===== src/hdl/lmrs_pkg.sv =====
// Package for the LED matrix row command sequencer: payload structs, opcodes,
// decoded command kinds, driver register addresses and sizing constants. No dependencies.
package lmrs_pkg;

  localparam int unsigned Rows          = 8;
  localparam int unsigned RowW          = $clog2(Rows);
  localparam int unsigned FrameW        = 8 * Rows;
  localparam int unsigned CmdQueueDepth = 2;
  localparam int unsigned StepW         = 4;

  localparam logic [3:0] AddrRow0      = 4'd1;
  localparam logic [3:0] AddrIntensity = 4'd10;
  localparam logic [3:0] AddrScanLimit = 4'd11;
  localparam logic [3:0] AddrShutdown  = 4'd12;
  localparam logic [3:0] AddrTest      = 4'd15;

  localparam logic [7:0] ByteZero      = 8'h00;
  localparam logic [7:0] ByteOne       = 8'h01;
  localparam logic [7:0] ByteFull      = 8'hFF;
  localparam logic [7:0] MaxLevel      = 8'h0F;
  localparam logic [7:0] ScanLimitAll  = 8'd7;
  localparam logic [7:0] PixelMaskTop  = 8'h80;

  // Init sequence steps before the row writes begin.
  localparam logic [StepW-1:0] StepShutdownOn = 4'd0;
  localparam logic [StepW-1:0] StepShutdownOff = 4'd1;
  localparam logic [StepW-1:0] StepScanLimit = 4'd2;

  typedef enum logic [3:0] {
    OP_INIT       = 4'd0,
    OP_RESET      = 4'd1,
    OP_TEST_ON    = 4'd2,
    OP_TEST_OFF   = 4'd3,
    OP_CLEAR      = 4'd4,
    OP_FILL       = 4'd5,
    OP_BRIGHTNESS = 4'd6,
    OP_SET_PIXEL  = 4'd7,
    OP_CLR_PIXEL  = 4'd8,
    OP_FRAME      = 4'd9
  } opcode_e;

  typedef enum logic [2:0] {
    K_INIT,
    K_RESET,
    K_TEST,
    K_ROWS,
    K_INTENSITY,
    K_PIXEL
  } cmd_kind_e;

  typedef enum logic {
    BK_IDLE,
    BK_RUN
  } back_state_e;

  typedef struct packed {
    logic [3:0]  opcode;
    logic [7:0]  row;
    logic [7:0]  column;
    logic [7:0]  level;
    logic [63:0] frame;
  } cmd_in_t;

  typedef struct packed {
    logic [3:0] reg_address;
    logic [7:0] reg_value;
    logic       last;
  } wr_out_t;

  typedef struct packed {
    cmd_kind_e         kind;
    logic [RowW-1:0]   row;
    logic [7:0]        mask;
    logic [7:0]        value;
    logic [FrameW-1:0] frame;
  } cmd_dec_t;

endpackage


===== src/hdl/lmrs_front.sv =====
// Front end of the LED matrix row command sequencer: classifies incoming commands.
// Depends on lmrs_pkg. Drops commands that cause no register write.
module lmrs_front (
  input  lmrs_pkg::cmd_in_t  cmd_i,
  output logic               keep_o,
  output lmrs_pkg::cmd_dec_t dec_o
);

  logic pixel_ok;

  assign pixel_ok = (cmd_i.row < 8'(lmrs_pkg::Rows)) && (cmd_i.column < 8'd8);

  always_comb begin
    keep_o      = 1'b1;
    dec_o.kind  = lmrs_pkg::K_RESET;
    dec_o.row   = cmd_i.row[lmrs_pkg::RowW-1:0];
    dec_o.mask  = lmrs_pkg::PixelMaskTop >> cmd_i.column[2:0];
    dec_o.value = lmrs_pkg::ByteZero;
    dec_o.frame = cmd_i.frame[lmrs_pkg::FrameW-1:0];
    case (cmd_i.opcode)
      lmrs_pkg::OP_INIT: begin
        dec_o.kind = lmrs_pkg::K_INIT;
      end
      lmrs_pkg::OP_RESET: begin
        dec_o.kind = lmrs_pkg::K_RESET;
      end
      lmrs_pkg::OP_TEST_ON: begin
        dec_o.kind  = lmrs_pkg::K_TEST;
        dec_o.value = lmrs_pkg::ByteOne;
      end
      lmrs_pkg::OP_TEST_OFF: begin
        dec_o.kind  = lmrs_pkg::K_TEST;
        dec_o.value = lmrs_pkg::ByteZero;
      end
      lmrs_pkg::OP_CLEAR: begin
        dec_o.kind  = lmrs_pkg::K_ROWS;
        dec_o.frame = {lmrs_pkg::Rows{lmrs_pkg::ByteZero}};
      end
      lmrs_pkg::OP_FILL: begin
        dec_o.kind  = lmrs_pkg::K_ROWS;
        dec_o.frame = {lmrs_pkg::Rows{lmrs_pkg::ByteFull}};
      end
      lmrs_pkg::OP_BRIGHTNESS: begin
        dec_o.kind  = lmrs_pkg::K_INTENSITY;
        dec_o.value = (cmd_i.level > lmrs_pkg::MaxLevel) ? lmrs_pkg::MaxLevel : cmd_i.level;
      end
      lmrs_pkg::OP_SET_PIXEL: begin
        dec_o.kind  = lmrs_pkg::K_PIXEL;
        dec_o.value = lmrs_pkg::ByteOne;
        keep_o      = pixel_ok;
      end
      lmrs_pkg::OP_CLR_PIXEL: begin
        dec_o.kind  = lmrs_pkg::K_PIXEL;
        dec_o.value = lmrs_pkg::ByteZero;
        keep_o      = pixel_ok;
      end
      lmrs_pkg::OP_FRAME: begin
        dec_o.kind = lmrs_pkg::K_ROWS;
      end
      default: begin
        keep_o = 1'b0;
      end
    endcase
  end

endmodule


===== src/hdl/lmrs_cmd_fifo.sv =====
// Short queue of decoded commands between the front end and the back end.
// Depends on lmrs_pkg for the decoded command type.
module lmrs_cmd_fifo #(
  parameter int unsigned Depth = lmrs_pkg::CmdQueueDepth
) (
  input  logic               clk_i,
  input  logic               rst_ni,
  input  logic               wr_en_i,
  input  lmrs_pkg::cmd_dec_t wr_data_i,
  output logic               full_o,
  input  logic               rd_en_i,
  output lmrs_pkg::cmd_dec_t rd_data_o,
  output logic               empty_o
);

  localparam int unsigned PtrW = (Depth > 1) ? $clog2(Depth) : 1;
  localparam int unsigned CntW = $clog2(Depth + 1);

  lmrs_pkg::cmd_dec_t entry_q [Depth];
  logic [PtrW-1:0] wr_ptr_q, wr_ptr_d;
  logic [PtrW-1:0] rd_ptr_q, rd_ptr_d;
  logic [CntW-1:0] count_q, count_d;
  logic            do_wr, do_rd;

  assign full_o    = (count_q == CntW'(Depth));
  assign empty_o   = (count_q == '0);
  assign do_wr     = wr_en_i && !full_o;
  assign do_rd     = rd_en_i && !empty_o;
  assign rd_data_o = entry_q[rd_ptr_q];

  always_comb begin
    wr_ptr_d = wr_ptr_q;
    rd_ptr_d = rd_ptr_q;
    count_d  = count_q;
    if (do_wr) begin
      wr_ptr_d = (wr_ptr_q == PtrW'(Depth - 1)) ? '0 : wr_ptr_q + 1'b1;
    end
    if (do_rd) begin
      rd_ptr_d = (rd_ptr_q == PtrW'(Depth - 1)) ? '0 : rd_ptr_q + 1'b1;
    end
    if (do_wr && !do_rd) begin
      count_d = count_q + 1'b1;
    end else if (do_rd && !do_wr) begin
      count_d = count_q - 1'b1;
    end
  end

  always_ff @(posedge clk_i or negedge rst_ni) begin
    if (!rst_ni) begin
      wr_ptr_q <= '0;
      rd_ptr_q <= '0;
      count_q  <= '0;
    end else begin
      wr_ptr_q <= wr_ptr_d;
      rd_ptr_q <= rd_ptr_d;
      count_q  <= count_d;
    end
  end

  always_ff @(posedge clk_i) begin
    if (do_wr) begin
      entry_q[wr_ptr_q] <= wr_data_i;
    end
  end

endmodule


===== src/hdl/lmrs_back.sv =====
// Back end of the LED matrix row command sequencer: holds the shadow rows and emits
// one register write per cycle while its output register is free. Depends on lmrs_pkg.
module lmrs_back (
  input  logic               clk_i,
  input  logic               rst_ni,
  input  logic               q_empty_i,
  input  lmrs_pkg::cmd_dec_t q_data_i,
  output logic               q_pop_o,
  output lmrs_pkg::wr_out_t  wr_o,
  output logic               empty_o,
  input  logic               pop_i
);

  lmrs_pkg::back_state_e state_q, state_d;
  lmrs_pkg::cmd_dec_t    cmd_q, cmd_d;
  logic [lmrs_pkg::StepW-1:0] step_q, step_d;
  logic [lmrs_pkg::RowW-1:0]  row_q, row_d;
  logic [7:0]                 shadow_q [lmrs_pkg::Rows];
  logic [7:0]                 cur_row;
  logic [7:0]                 new_row;
  logic                       load;
  logic                       emit;
  logic                       out_free;
  logic                       out_valid_q;
  lmrs_pkg::wr_out_t          out_q, wr_next;

  assign cur_row  = shadow_q[row_q];
  assign new_row  = (cmd_q.value == lmrs_pkg::ByteOne) ? (cur_row | cmd_q.mask)
                                                       : (cur_row & ~cmd_q.mask);
  assign out_free = !out_valid_q || pop_i;

  always_ff @(posedge clk_i or negedge rst_ni) begin
    if (!rst_ni) begin
      state_q <= lmrs_pkg::BK_IDLE;
      step_q  <= '0;
      row_q   <= '0;
    end else begin
      state_q <= state_d;
      step_q  <= step_d;
      row_q   <= row_d;
    end
  end

  always_ff @(posedge clk_i) begin
    cmd_q <= cmd_d;
  end

  always_comb begin
    state_d = state_q;
    cmd_d   = cmd_q;
    step_d  = step_q;
    row_d   = row_q;
    q_pop_o = 1'b0;
    load    = 1'b0;
    emit    = 1'b0;
    wr_next.reg_address = lmrs_pkg::AddrRow0 + 4'(row_q);
    wr_next.reg_value   = cur_row;
    wr_next.last        = (row_q == lmrs_pkg::RowW'(lmrs_pkg::Rows - 1));
    case (state_q)
      lmrs_pkg::BK_IDLE: begin
        if (!q_empty_i) begin
          q_pop_o = 1'b1;
          load    = 1'b1;
          cmd_d   = q_data_i;
          step_d  = '0;
          row_d   = (q_data_i.kind == lmrs_pkg::K_PIXEL) ? q_data_i.row : '0;
          state_d = lmrs_pkg::BK_RUN;
        end
      end
      lmrs_pkg::BK_RUN: begin
        case (cmd_q.kind)
          lmrs_pkg::K_INIT: begin
            if (step_q == lmrs_pkg::StepShutdownOn) begin
              wr_next.reg_address = lmrs_pkg::AddrShutdown;
              wr_next.reg_value   = lmrs_pkg::ByteZero;
              wr_next.last        = 1'b0;
            end else if (step_q == lmrs_pkg::StepShutdownOff) begin
              wr_next.reg_address = lmrs_pkg::AddrShutdown;
              wr_next.reg_value   = lmrs_pkg::ByteOne;
              wr_next.last        = 1'b0;
            end else if (step_q == lmrs_pkg::StepScanLimit) begin
              wr_next.reg_address = lmrs_pkg::AddrScanLimit;
              wr_next.reg_value   = lmrs_pkg::ScanLimitAll;
              wr_next.last        = 1'b0;
            end
          end
          lmrs_pkg::K_RESET: begin
            wr_next.reg_address = lmrs_pkg::AddrShutdown;
            wr_next.reg_value   = (step_q == lmrs_pkg::StepShutdownOn) ? lmrs_pkg::ByteZero
                                                                       : lmrs_pkg::ByteOne;
            wr_next.last        = (step_q == lmrs_pkg::StepShutdownOff);
          end
          lmrs_pkg::K_TEST: begin
            wr_next.reg_address = lmrs_pkg::AddrTest;
            wr_next.reg_value   = cmd_q.value;
            wr_next.last        = 1'b1;
          end
          lmrs_pkg::K_INTENSITY: begin
            wr_next.reg_address = lmrs_pkg::AddrIntensity;
            wr_next.reg_value   = cmd_q.value;
            wr_next.last        = 1'b1;
          end
          lmrs_pkg::K_PIXEL: begin
            wr_next.reg_value = new_row;
            wr_next.last      = 1'b1;
          end
          default: begin
          end
        endcase
        if (out_free) begin
          emit   = 1'b1;
          step_d = step_q + 1'b1;
          if (cmd_q.kind == lmrs_pkg::K_ROWS ||
              (cmd_q.kind == lmrs_pkg::K_INIT && step_q > lmrs_pkg::StepScanLimit)) begin
            row_d = row_q + 1'b1;
          end
          if (wr_next.last) begin
            state_d = lmrs_pkg::BK_IDLE;
          end
        end
      end
      default: begin
        state_d = lmrs_pkg::BK_IDLE;
      end
    endcase
  end

  always_ff @(posedge clk_i or negedge rst_ni) begin
    if (!rst_ni) begin
      for (int r = 0; r < lmrs_pkg::Rows; r++) begin
        shadow_q[r] <= lmrs_pkg::ByteZero;
      end
    end else if (load && q_data_i.kind == lmrs_pkg::K_INIT) begin
      for (int r = 0; r < lmrs_pkg::Rows; r++) begin
        shadow_q[r] <= lmrs_pkg::ByteZero;
      end
    end else if (load && q_data_i.kind == lmrs_pkg::K_ROWS) begin
      for (int r = 0; r < lmrs_pkg::Rows; r++) begin
        shadow_q[r] <= q_data_i.frame[8*r +: 8];
      end
    end else if (emit && cmd_q.kind == lmrs_pkg::K_PIXEL) begin
      shadow_q[row_q] <= new_row;
    end
  end

  always_ff @(posedge clk_i or negedge rst_ni) begin
    if (!rst_ni) begin
      out_valid_q <= 1'b0;
    end else if (emit) begin
      out_valid_q <= 1'b1;
    end else if (pop_i) begin
      out_valid_q <= 1'b0;
    end
  end

  always_ff @(posedge clk_i) begin
    if (emit) begin
      out_q <= wr_next;
    end
  end

  assign wr_o    = out_q;
  assign empty_o = !out_valid_q;

endmodule


===== src/hdl/led_matrix_row_command_sequencer_core.sv =====
// Top level of the LED matrix row command sequencer.
// Depends on lmrs_pkg, lmrs_front, lmrs_cmd_fifo and lmrs_back.
//
// Each command pushed in becomes a run of display-driver register writes, popped
// one per transaction, with last set on the final write of the command. The back
// end takes a command from the internal queue while idle, then emits its writes,
// holding while the result side stalls. Init writes shutdown on, off, scan limit,
// then all rows as clear, fill and frame do; reset writes shutdown on and off; the
// rest one register. Pixels out of range and unused opcodes are dropped on entry
// and emit nothing. The queue takes further commands while the back end works.
module led_matrix_row_command_sequencer_core #(
  parameter int unsigned CmdQueueDepth = lmrs_pkg::CmdQueueDepth
) (
  input  logic              clk_i,
  input  logic              rst_ni,
  input  lmrs_pkg::cmd_in_t cmd_i,
  input  logic              push,
  output logic              full,
  output lmrs_pkg::wr_out_t wr_o,
  output logic              empty,
  input  logic              pop
);

  lmrs_pkg::cmd_dec_t dec;
  lmrs_pkg::cmd_dec_t q_data;
  logic               keep;
  logic               q_empty;
  logic               q_pop;

  lmrs_front u_front (
    .cmd_i  (cmd_i),
    .keep_o (keep),
    .dec_o  (dec)
  );

  lmrs_cmd_fifo #(
    .Depth (CmdQueueDepth)
  ) u_cmd_fifo (
    .clk_i     (clk_i),
    .rst_ni    (rst_ni),
    .wr_en_i   (push && keep),
    .wr_data_i (dec),
    .full_o    (full),
    .rd_en_i   (q_pop),
    .rd_data_o (q_data),
    .empty_o   (q_empty)
  );

  lmrs_back u_back (
    .clk_i     (clk_i),
    .rst_ni    (rst_ni),
    .q_empty_i (q_empty),
    .q_data_i  (q_data),
    .q_pop_o   (q_pop),
    .wr_o      (wr_o),
    .empty_o   (empty),
    .pop_i     (pop)
  );

endmodule


===== config.mk =====
export PLATFORM = sky130hd
export DESIGN_NAME = led_matrix_row_command_sequencer_core
export DESIGN_NICKNAME = d
export VERILOG_FILES = /design/src/hdl/lmrs_pkg.sv /design/src/hdl/lmrs_front.sv /design/src/hdl/lmrs_cmd_fifo.sv /design/src/hdl/lmrs_back.sv /design/src/hdl/led_matrix_row_command_sequencer_core.sv
export SDC_FILE = /design/constraint.sdc
export NUM_CORES = 1
export LEC_CHECK = 0
export BUFFER_PORTS_ARGS = -buffer_cell sky130_fd_sc_hd__buf_2
export CAP_MARGIN = 20
export CORE_MARGIN = 5
export CORE_UTILIZATION = 40
export CTS_CLUSTER_DIAMETER = 200
export DETAILED_ROUTE_END_ITERATION = 10
export PLACE_DENSITY_LB_ADDON = 0.2
export SKIP_LAST_GASP = 1
export SYNTH_ARGS = -nofsm -noshare
export SYNTH_HDL_FRONTEND = slang
export SYNTH_SLANG_ARGS = --single-unit
export TNS_END_PERCENT = 20

===== constraint.sdc =====
create_clock -name clk_i -period 7.18 [get_ports clk_i]
set_input_delay 1.077 -clock clk_i [delete_from_list [all_inputs] [get_ports clk_i]]
set_output_delay 1.077 -clock clk_i [all_outputs]
set_load 0.05 [all_outputs]

After elaboration in Yosys (flattened, before gate mapping)
Memories as Yosys holds them, arrays and structs flattened. Cells that the tools add are included.

Logic and storage cells: 147. Memory bits (writable): 172. Output and inout bits: 15. Register bits: 109. Memories kept: 1.

Order comparisons: 6. Multiplexer cells: 46. Reduce and logical (&&, ||, !) cells: 35. Add/sub/neg operators: 7. Equality and inequality tests: 24. Shifts and indexed selects: 1. Bitwise gates (word level): 6.

Memories: u_cmd_fifo.entry_q (words 2, width 86, read ports 1, clocked after memory_dff 0, write ports 1, RTL line lmrs_cmd_fifo.sv:19) `lmrs_pkg::cmd_dec_t entry_q [Depth];`.

Operator list (count): $mux 64 (3); $pmux 64 s2 (1); $bwmux 64 (1); $mux 13 (4); $mux 8 (5); $pmux 9 s4 (1); $bmux 8 s3 (1); $demux 8 s3 (1); $eq 4x3->1 const B (4); $lt 8x4->1 const B (2); $pmux 4 s4 (1); $pmux 8 s2 (1); $pmux 3 s5 (1); $mux 1 (13); $eq 3x3->1 const B (4); $eq 4x2->1 const B (3); $mux 3 (4); $logic_and 1x1->1 (11); $eq 3x2->1 const B (3); $mux 9 (1); $and 8x8->8 (1); $eq 4x1->1 const B (2); $eq 4x4->1 const B (2); $eq 8x1->1 const B (1); 35 further kinds (54).

Longest topological paths before layout
Gate-level depths: netlist of run 1.

Depth in word-level cells: 12. Gate-level depth with buffers: 8. Gate-level depth less buffers: 8.

By module
A second synthesis of run 1 with hierarchy kept.

Cell total of the unflattened synthesis: 1016. Area total of the unflattened synthesis: 13576.8 µm².

By module, submodules not included: lmrs_cmd_fifo (area each 6523.8 µm², times used 1, cells an instance 287); lmrs_back (area each 6073.3 µm², times used 1, cells an instance 602); lmrs_front (area each 973.4 µm², times used 1, cells an instance 126); led_matrix_row_command_sequencer_core (area each 6.3 µm², times used 1, cells an instance 1).

Least setup slack after synthesis of run 1
No wires, ideal clock.

Kind: input-to-reg. From: input cmd_i[78] (netlist name). To: memory u_cmd_fifo.entry_q[0][0] (netlist name) (enable). Buffers on the path: 0. Setup time: 0.636 ns. Data required time: 6.544 ns. Setup slack: -0.750 ns. Data arrival time: 7.294 ns. Stages: 3. Path through: nor4_1 > a31oi_1 > nor3_1.

Longest elaborated chain between the ends: 7.

RTL lines: from (decl) (RTL line led_matrix_row_command_sequencer_core.sv:16) `input lmrs_pkg::cmd_in_t cmd_i,`; $lt 8x4->1 (RTL line lmrs_front.sv:11) `assign pixel_ok = (cmd_i.row < 8'(lmrs_pkg::Rows)) && (cmd_i.column < 8'd8);`; $logic_and 1x1->1 (RTL line lmrs_front.sv:11); $pmux 1 s2 (RTL line lmrs_front.sv:20) `case (cmd_i.opcode)`; $logic_and 1x1->1 (RTL line led_matrix_row_command_sequencer_core.sv:41) `.wr_en_i (push && keep),`; $logic_and 1x1->1 (RTL line lmrs_cmd_fifo.sv:27) `assign do_wr = wr_en_i && !full_o;`; $mux 1 (RTL line lmrs_cmd_fifo.sv:61) `if (do_wr) begin`; $mux 1 (not written as such) (RTL line lmrs_cmd_fifo.sv:62) `entry_q[wr_ptr_q] <= wr_data_i;`; to (decl) (RTL line lmrs_cmd_fifo.sv:19).

Every way passes these cells.

Worst setup path in the final report of run 1
From: register u_back.cmd_q[83] (netlist name). To: register u_back.shadow_q[1] (netlist name).

Longest elaborated chain between the ends: 3.

RTL lines: from (decl) (RTL line lmrs_back.sv:15) `lmrs_pkg::cmd_dec_t cmd_q, cmd_d;`; from (signal assigned) (RTL line lmrs_back.sv:45) `cmd_q <= cmd_d;`; $eq 3x3->1 (RTL line lmrs_back.sv:141) `end else if (emit && cmd_q.kind == lmrs_pkg::K_PIXEL) begin`; $logic_and 1x1->1 (RTL line lmrs_back.sv:141); $reduce_bool 3->1 (no line); to (signal, indexed assignment) (RTL line lmrs_back.sv:135) `shadow_q[r] <= lmrs_pkg::ByteZero;`; to (signal, indexed assignment) (RTL line lmrs_back.sv:139) `shadow_q[r] <= q_data_i.frame[8*r +: 8];`; to (signal, indexed assignment) (RTL line lmrs_back.sv:142) `shadow_q[row_q] <= new_row;`; to (decl) (RTL line lmrs_back.sv:18) `logic [7:0] shadow_q [lmrs_pkg::Rows];`.

Every way passes these cells. A chain may end at the register's enable or synchronous reset.

==> run_results.csv, run 1 <==
group,metric,value,unit
outcome,status,"complete, no violations",
setup_path,worstSetupStartpointType,"flip-flop",
cts,clock_tree.buffer_depth,3,
sta,grt_setup_unrepaired,"no",
sta,finClkSkew,24.0,ps
place,detailedPlace.worstSlack,3580,ps
routing,detail_route.wl_per_cell,21.5,um
synth,synth_adder_area_share,0.790,%
synth,syn-instance-count,848,
sta,final.setup.tns,0,ps
global_route,gr-total-overflow,0,
synth,synth_sequential_area_ratio,65.2,%
setup_path,worstSetupEndpointType,"flip-flop",
synth,mappedNetlistArea,12400,um^2
die,placeable_core_region,30500,um^2
power,power_per_cell_area,398,nW/um^2
routing,first_iter_violations,541,
die,placement_rows,64,
sta,finalMaxSlewViolations,0,
sta,slew_margin_rel,30.5,%
die,die_area,34500,um^2
synth,post_synth_mux_area_share,11.6,%
final_layout,layout-drive-gt1-share,23.8,%
global_route,globalRoute.busiestLayer,"met1",
cts,clock_latency_reported_for_the_late_side_of_the_worst_skew_pair,570,ps
die,die_x,186,um
synth,postSynth.topFlopCell,"edfxtp_1",
global_route,global_routing_usage_on_met3,3.30,%
sta,timing.final.hold_violations,0,
sta,max_clock_freq,300,MHz
cts,cts_tree,"done",
global_route,grt_first_pass_wirelength,45.5,mm
synth,ys_types,65,
synth,synth_seq_cells,281,
synth,synth-xor-area-share,0.638,%
place,detailed_place_hpwl,19.6,mm
cts,post_cts_resize_count,0,
final_layout,finalCoreUtilization,47.3,%
die,die_ht,186,um
global_route,groute.usage.overall,17.0,%
setup_path,criticalPathCategory,"flip-flop to flip-flop",
synth,compound_cell_area_share_of_the_yosys_netlist,13.2,%
synth,postSynth.asyncResetShare,27.4,%
global_route,grt_pass1_vias,7656,
power,worst_ir_drop_vdd,0.209,mV
place,buffer_ports.inserted,110,
setup_path,arrival,3770,ps
setup_path,critical_path_required,7620,ps
place,globalplace.congestion,0.839,
die,start_util,40.5,%
hold_path,min_path_type,"primary input to async pin",
cts,root_driver,"clkbuf_16",
routing,total_wirelength_of_the_detailed_routed_design,29.8,mm
routing,pre_repair_dr_iteration_count,5,
power,total_leakage_power,5.87,nW
cts,cts.reportedPaths.clkPinSlew,60,ps
routing,remaining_drc_errors,0,
run,max_cap_viol_count,0,
sta,post_route_setup_slack,3840,ps
routing,drt-vias-per-instance,5.59,
setup_path,critical_path_peak_fanout,19,
sta,min_period_over_period,46.5,%
sta,setup_viol_count_final,0,
final_layout,area_delta_synth_final,16.8,%
final_layout,number_of_diodes,0,
die,io_pins,111,
synth,dominant_combinational_cell_family_by_area_after_synthesis,"compound AO/OA/AOI/OAI gates",
global_route,pin_count_of_the_biggest_net_entering_global_routing,66,
routing,detail-route-antenna-nets,0,
global_route,global_route_met2_utilization,25.3,%
cts,cts_made_buffers,30,
global_route,grt_antenna_before_repair,0,
synth,syn_area_per_cell,14.6,um^2
global_route,groute.layer.met1.usage,25.3,%
routing,vias,7756,
sta,worst-slew-pin-transition,1040,ps
synth,synthSimpleGateAreaFrac,6.72,%
cts,cts_post_setup_buffers_inserted,0,
cts,cts_sinks,281,
synth,synth-edff-count,204,
power,finalPower,5.74,mW
cts,number_of_levels_in_the_clock_h_tree,1,
sta,post-route-min-period,3340,ps
final_layout,net_count_final,1070,
synth,yosys_warnings,0,
cts,cts_hold_buf,0,
[layout by cell type, fill, tap and decap left out, drive strengths merged, types with 5 or more instances in the layout]
cell,count
a21o,67
a21oi,21
a221o,64
buf,123
bufinv,6
clkbuf,33
clkinv,12
conb,8
dfrtp,77
edfxtp,204
ha,7
inv,12
mux2,29
mux2i,74
mux4,16
nand2,15
nand2b,9
nand3,11
nor2,102
nor2b,6
nor3,5
nor4,5
o211ai,6
o21a,5
o21ai,12
xor2,6
[synth_stat cells (all sizes together), types with 5 or more instances]
cell | instances | area (um^2)
mux2i | 74 | 741
a221o | 64 | 641
buf | 11 | 67.6
edfxtp | 204 | 6130
a21o | 67 | 503
o21ai | 12 | 60.1
a21oi | 21 | 116
o211ai | 6 | 45.0
nor3 | 5 | 41.3
inv | 10 | 37.5
nand2 | 15 | 56.3
o21a | 5 | 37.5
dfrtp | 77 | 1930
xor2 | 6 | 52.6
mux2 | 29 | 330
nand2b | 9 | 56.3
mux4 | 16 | 368
ha | 7 | 87.6
nor2 | 102 | 390
nor4 | 5 | 31.3
clkbuf | 32 | 120
nor2b | 6 | 37.5
nand3 | 11 | 55.1
[state kept, by name (all words and copies together) (netlist names), 2 cells and up]
name                count
u_back.cmd_q           19
u_back.shadow_q        64
u_back.step_q           4
u_cmd_fifo.entry_q    172
u_cmd_fifo.count_q      2
u_back.wr_o            13
u_back.row_q            3
[path summary, 6_finish.rpt]
check / from / to / slack (ps) / depth (start not counted)
min reg2reg: u_back.shadow_q[4] / u_back.shadow_q[4] / 510 / 1
min: rst_ni / u_back.shadow_q[36] / 510 / 1
max in group asynchronous: rst_ni / u_cmd_fifo.rd_ptr_q / 5690 / 2
min in group clk_i: u_back.shadow_q[4] / u_back.shadow_q[4] / 510 / 1
max reg2reg: u_back.cmd_q[83] / u_back.shadow_q[1] / 3840 / 5
max: u_back.cmd_q[83] / u_back.shadow_q[1] / 3840 / 5
[stage by stage]
step	cells	instance area [um^2]	hold slack, ps
6_report	1387	14400	509
5_1_grt	1387	14400	521
4_1_cts	1385	14400	511
3_5_place_dp	1329	13400	489
3_3_place_gp	1329	13400	489
2_1_floorplan	855	12400	470
[layer usage]
metal  wire (um)  vias up
met3        1680       60
met4         957        0
met1       13700     3906
li1            -     3555
met5           0        -
met2       13500      235
[final cells by class]
class                   instances  area, um^2
clock buffers                  33         762
well taps                     396         495
inverters                      10        37.5
clock inverters                23         300
repair buffers                123         651
fillers                      2662       16100
multi-input cells             521        4130
flip-flops and latches        281        8060
[where the power goes]
group	switching, mW	internal (mW)	total [mW]
Combinational	0.980	0.702	1.68
Clock	0.638	0.988	1.63
Sequential	0.267	2.17	2.43
[logic make-up (layout without fill, tap and decap cells)]
family	count (synthesis)	in the layout
other cells	1	8
xor+xnor	9	9
mux	119	119
fa+ha+maj	8	8
compound gates	202	202
simple gates	175	175
flops	281	281
buf+inv	53	189
[worst max-delay path: stages, from the launching register on]
cell and delay [ps]:
edfxtp_1 710, and3b_1 530, nand4_1 270, nor2_1 850, nor2_1 460, a221o_1 390
(Power assumes the default switching activity.)
==> run 2, diff against run 1 <==
==> constraint.sdc (replaced) <==
create_clock -name clk_i -period 2.8 [get_ports clk_i]
set_input_delay 0.42 -clock clk_i [delete_from_list [all_inputs] [get_ports clk_i]]
set_output_delay 0.42 -clock clk_i [all_outputs]
set_load 0.05 [all_outputs]
==> run 2 against run 1 <==
Against the previous run:
- register-to-register slack lost 3500 ps
- first-iteration DRC count increased by 8.9%
- sequential cell count stayed put
- maximum frequency grew 36%
- worst setup slack worse by 3500 ps
- sequential share of layout area is 1.0 points lower
- via count increased by 0.19%
- combinational power rose to 2.7 times the previous value
- clock power increased by 150%
- clock-buffer cell count grew 4
- sequential power increased to 2.5 times the previous value
- largest cell class unchanged
- largest power group unchanged
==> run_results.csv, run 2 (same netlist as run 1, synthesis figures left out) <==
group,metric,value,unit
place,detailed_place_hpwl,20.3,mm
setup_path,arrival,2860,ps
sta,finalMaxSlewViolations,0,
routing,total_wirelength_of_the_detailed_routed_design,30.1,mm
final_layout,layout.cells.most_common_list,"edfxtp_1, buf_2, nor2_1",
setup_path,crit_path_frequent_cell,"a21oi_1",
setup_path,cp.buffers_inverters,2,
sta,slew_margin_rel,45.1,%
cts,clock_latency_reported_for_the_late_side_of_the_worst_skew_pair,550,ps
routing,routed-wl-met3,2.09,mm
place,globalplace.congestion,0.854,
hold_path,min_path_type,"primary input to flip-flop",
setup_path,worstSetupStartpointType,"flip-flop",
cts,cts_tree,"done",
final_layout,layout.area.seq,8060,um^2
routing,met2WireLength,13.9,mm
die,io_pins,111,
final_layout,largest_reg_flops,172,
place,buffer_ports.inserted,110,
final_layout,top_register,"u_cmd_fifo.entry_q",
cts,cts_made_buffers,30,
routing,detail_route.wirelength.met1,13.5,mm
global_route,gr-total-overflow,0,
die,die_ht,186,um
routing,drt-vias-per-instance,5.49,
final_layout,net_count_final,1100,
die,die_x,186,um
place,post-place-cells,1360,
final_layout,area_delta_synth_final,19.0,%
routing,pre_repair_dr_iteration_count,5,
setup_path,criticalPathCategory,"flip-flop to flip-flop",
run,max_cap_viol_count,0,
die,placeable_core_region,30500,um^2
setup_path,path_cells,"inv_1 > ha_1 > or3b_2 > a2111oi_0 > buf_4 > a21oi_1 > a21oi_1 > a21o_1",
setup_path,cp_top_family,"compound AO/OA/AOI/OAI gates",
sta,max_clock_freq,407,MHz
global_route,groute.usage.overall,17.3,%
setup_path,critical_path_peak_fanout,6,
sta,timing.final.hold_violations,0,
final_layout,largest_registers,"u_cmd_fifo.entry_q: 172 flops, u_back.shadow_q: 64 flops, u_back.cmd_q: 19 flops",
final_layout,layout-drive-gt1-share,26.0,%
sta,fin_hold_ws,63.5,ps
global_route,grt_antenna_before_repair,0,
cts,post_cts_resize_count,0,
final_layout,finish.cell_count_without_fillers,1416,
final_layout,number_of_diodes,0,
die,start_util,40.5,%
sta,setup_viol_count_final,0,
sta,post_route_setup_slack,343,ps
sta,final.setup.tns,0,ps
sta,grt_setup_unrepaired,"no",
setup_path,timing.critical_path.slowest_stage_cell,"or3b_2",
power,worst_ir_drop_vdd,0.473,mV
setup_path,critical_path_required,3200,ps
final_layout,multi_input_comb_area,4140,um^2
global_route,pin_count_of_the_biggest_net_entering_global_routing,65,
power,power_per_cell_area,1000,nW/um^2
cts,number_of_levels_in_the_clock_h_tree,1,
routing,vias,7771,
global_route,grt_first_pass_wirelength,46.1,mm
setup_path,slowest_delay,520,ps
cts,clock_tree.buffer_depth,3,
cts,cts_sinks,281,
cts,root_driver,"clkbuf_16",
place,detailedPlace.worstSlack,453,ps
final_layout,layout.cells.most_common,"edfxtp_1",
sta,worst-slew-pin-transition,801,ps
final_layout,final_cell_area,14700,um^2
routing,top_layer_used,"met4",
place,dpl-instance-area,13700,um^2
power,total_leakage_power,6.02,nW
routing,detail_route.wl_per_cell,21.3,um
sta,finClkSkew,13.8,ps
setup_path,worstSetupEndpointType,"flip-flop",
sta,post-route-min-period,2460,ps
die,placement_rows,64,
sta,min_period_over_period,87.8,%
routing,first_iter_violations,589,
routing,detail-route-antenna-nets,0,
cts,cts.reportedPaths.clkPinSlew,60,ps
die,die_area,34500,um^2
global_route,grt_pass1_vias,7703,
outcome,status,"complete, no violations",
final_layout,n_fill_cell,2683,
routing,remaining_drc_errors,0,
## run 2: changes by cell type in the layout (fill, tap and decap cells not counted), sizes merged
cell,before,now
buf,123,152
bufinv,6,4
clkbuf,33,37
clkinv,12,11
dlygate4sd3,0,1
inv,12,10
## run 2: path summary, 6_finish.rpt
| kind | to | cells after the start | slack, ps | start |
|---|---|---|---|---|
| min in group asynchronous | u_back.shadow_q[15] | 2 | 460 | rst_ni |
| min reg2reg | u_back.shadow_q[23] | 1 | 510 | u_back.shadow_q[23] |
| max | u_back.wr_o[2] | 8 | 340 | u_back.step_q[0] |
| min | u_cmd_fifo.entry_q[1][82] | 1 | 60 | cmd_i[82] |
| max reg2reg | u_back.wr_o[2] | 8 | 340 | u_back.step_q[0] |
| max in group asynchronous | u_back.shadow_q[49] | 3 | 1620 | rst_ni |
## run 2: where the power goes
part	switching [mW]	internal, mW
Sequential	0.575	5.56
Combinational	2.61	1.97
Clock	1.60	2.41
Total	4.78	9.93
## run 2: cell type report
type                    instances  share of cell area [%]
clock buffers                  37                    5.50
clock inverters                18                    1.34
inverters                      10                   0.255
repair buffers                153                    6.57
flip-flops and latches        281                    54.8
multi-input cells             521                    28.1
well taps                     396                    3.37
## run 2: routing by layer
layer / vias to the layer above / track usage (%)
li1: 3605 / -
met1: 3854 / 25.3
met2: 269 / 26.9
met3: 43 / 3.32
met4: 0 / 3.99
met5: - / 0
## run 2: through the flow
stage | power (mW) | utilization (%)
after floorplan | 9.34 | -
after global placement | 10.8 | 44.8
after detailed placement | 10.8 | 44.8
after CTS | 14.8 | 48.2
after global routing | 15.4 | 48.2
final | 14.7 | 48.2
## run 2: repair_timing
| action | CTS | global route |
|---|---|---|
| endpoints found under the hold margin | 46 | 0 |
| hold buffers | 1 | 0 |
| buffers inserted | 0 | 0 |
## run 2: worst reg2reg max path: stages, from the launching register on
cell and delay, ps:
dfrtp_1 440, inv_1 110, ha_1 240, or3b_2 520
a2111oi_0 450, buf_4 200, a21oi_1 40, a21oi_1 160
a21o_1 140
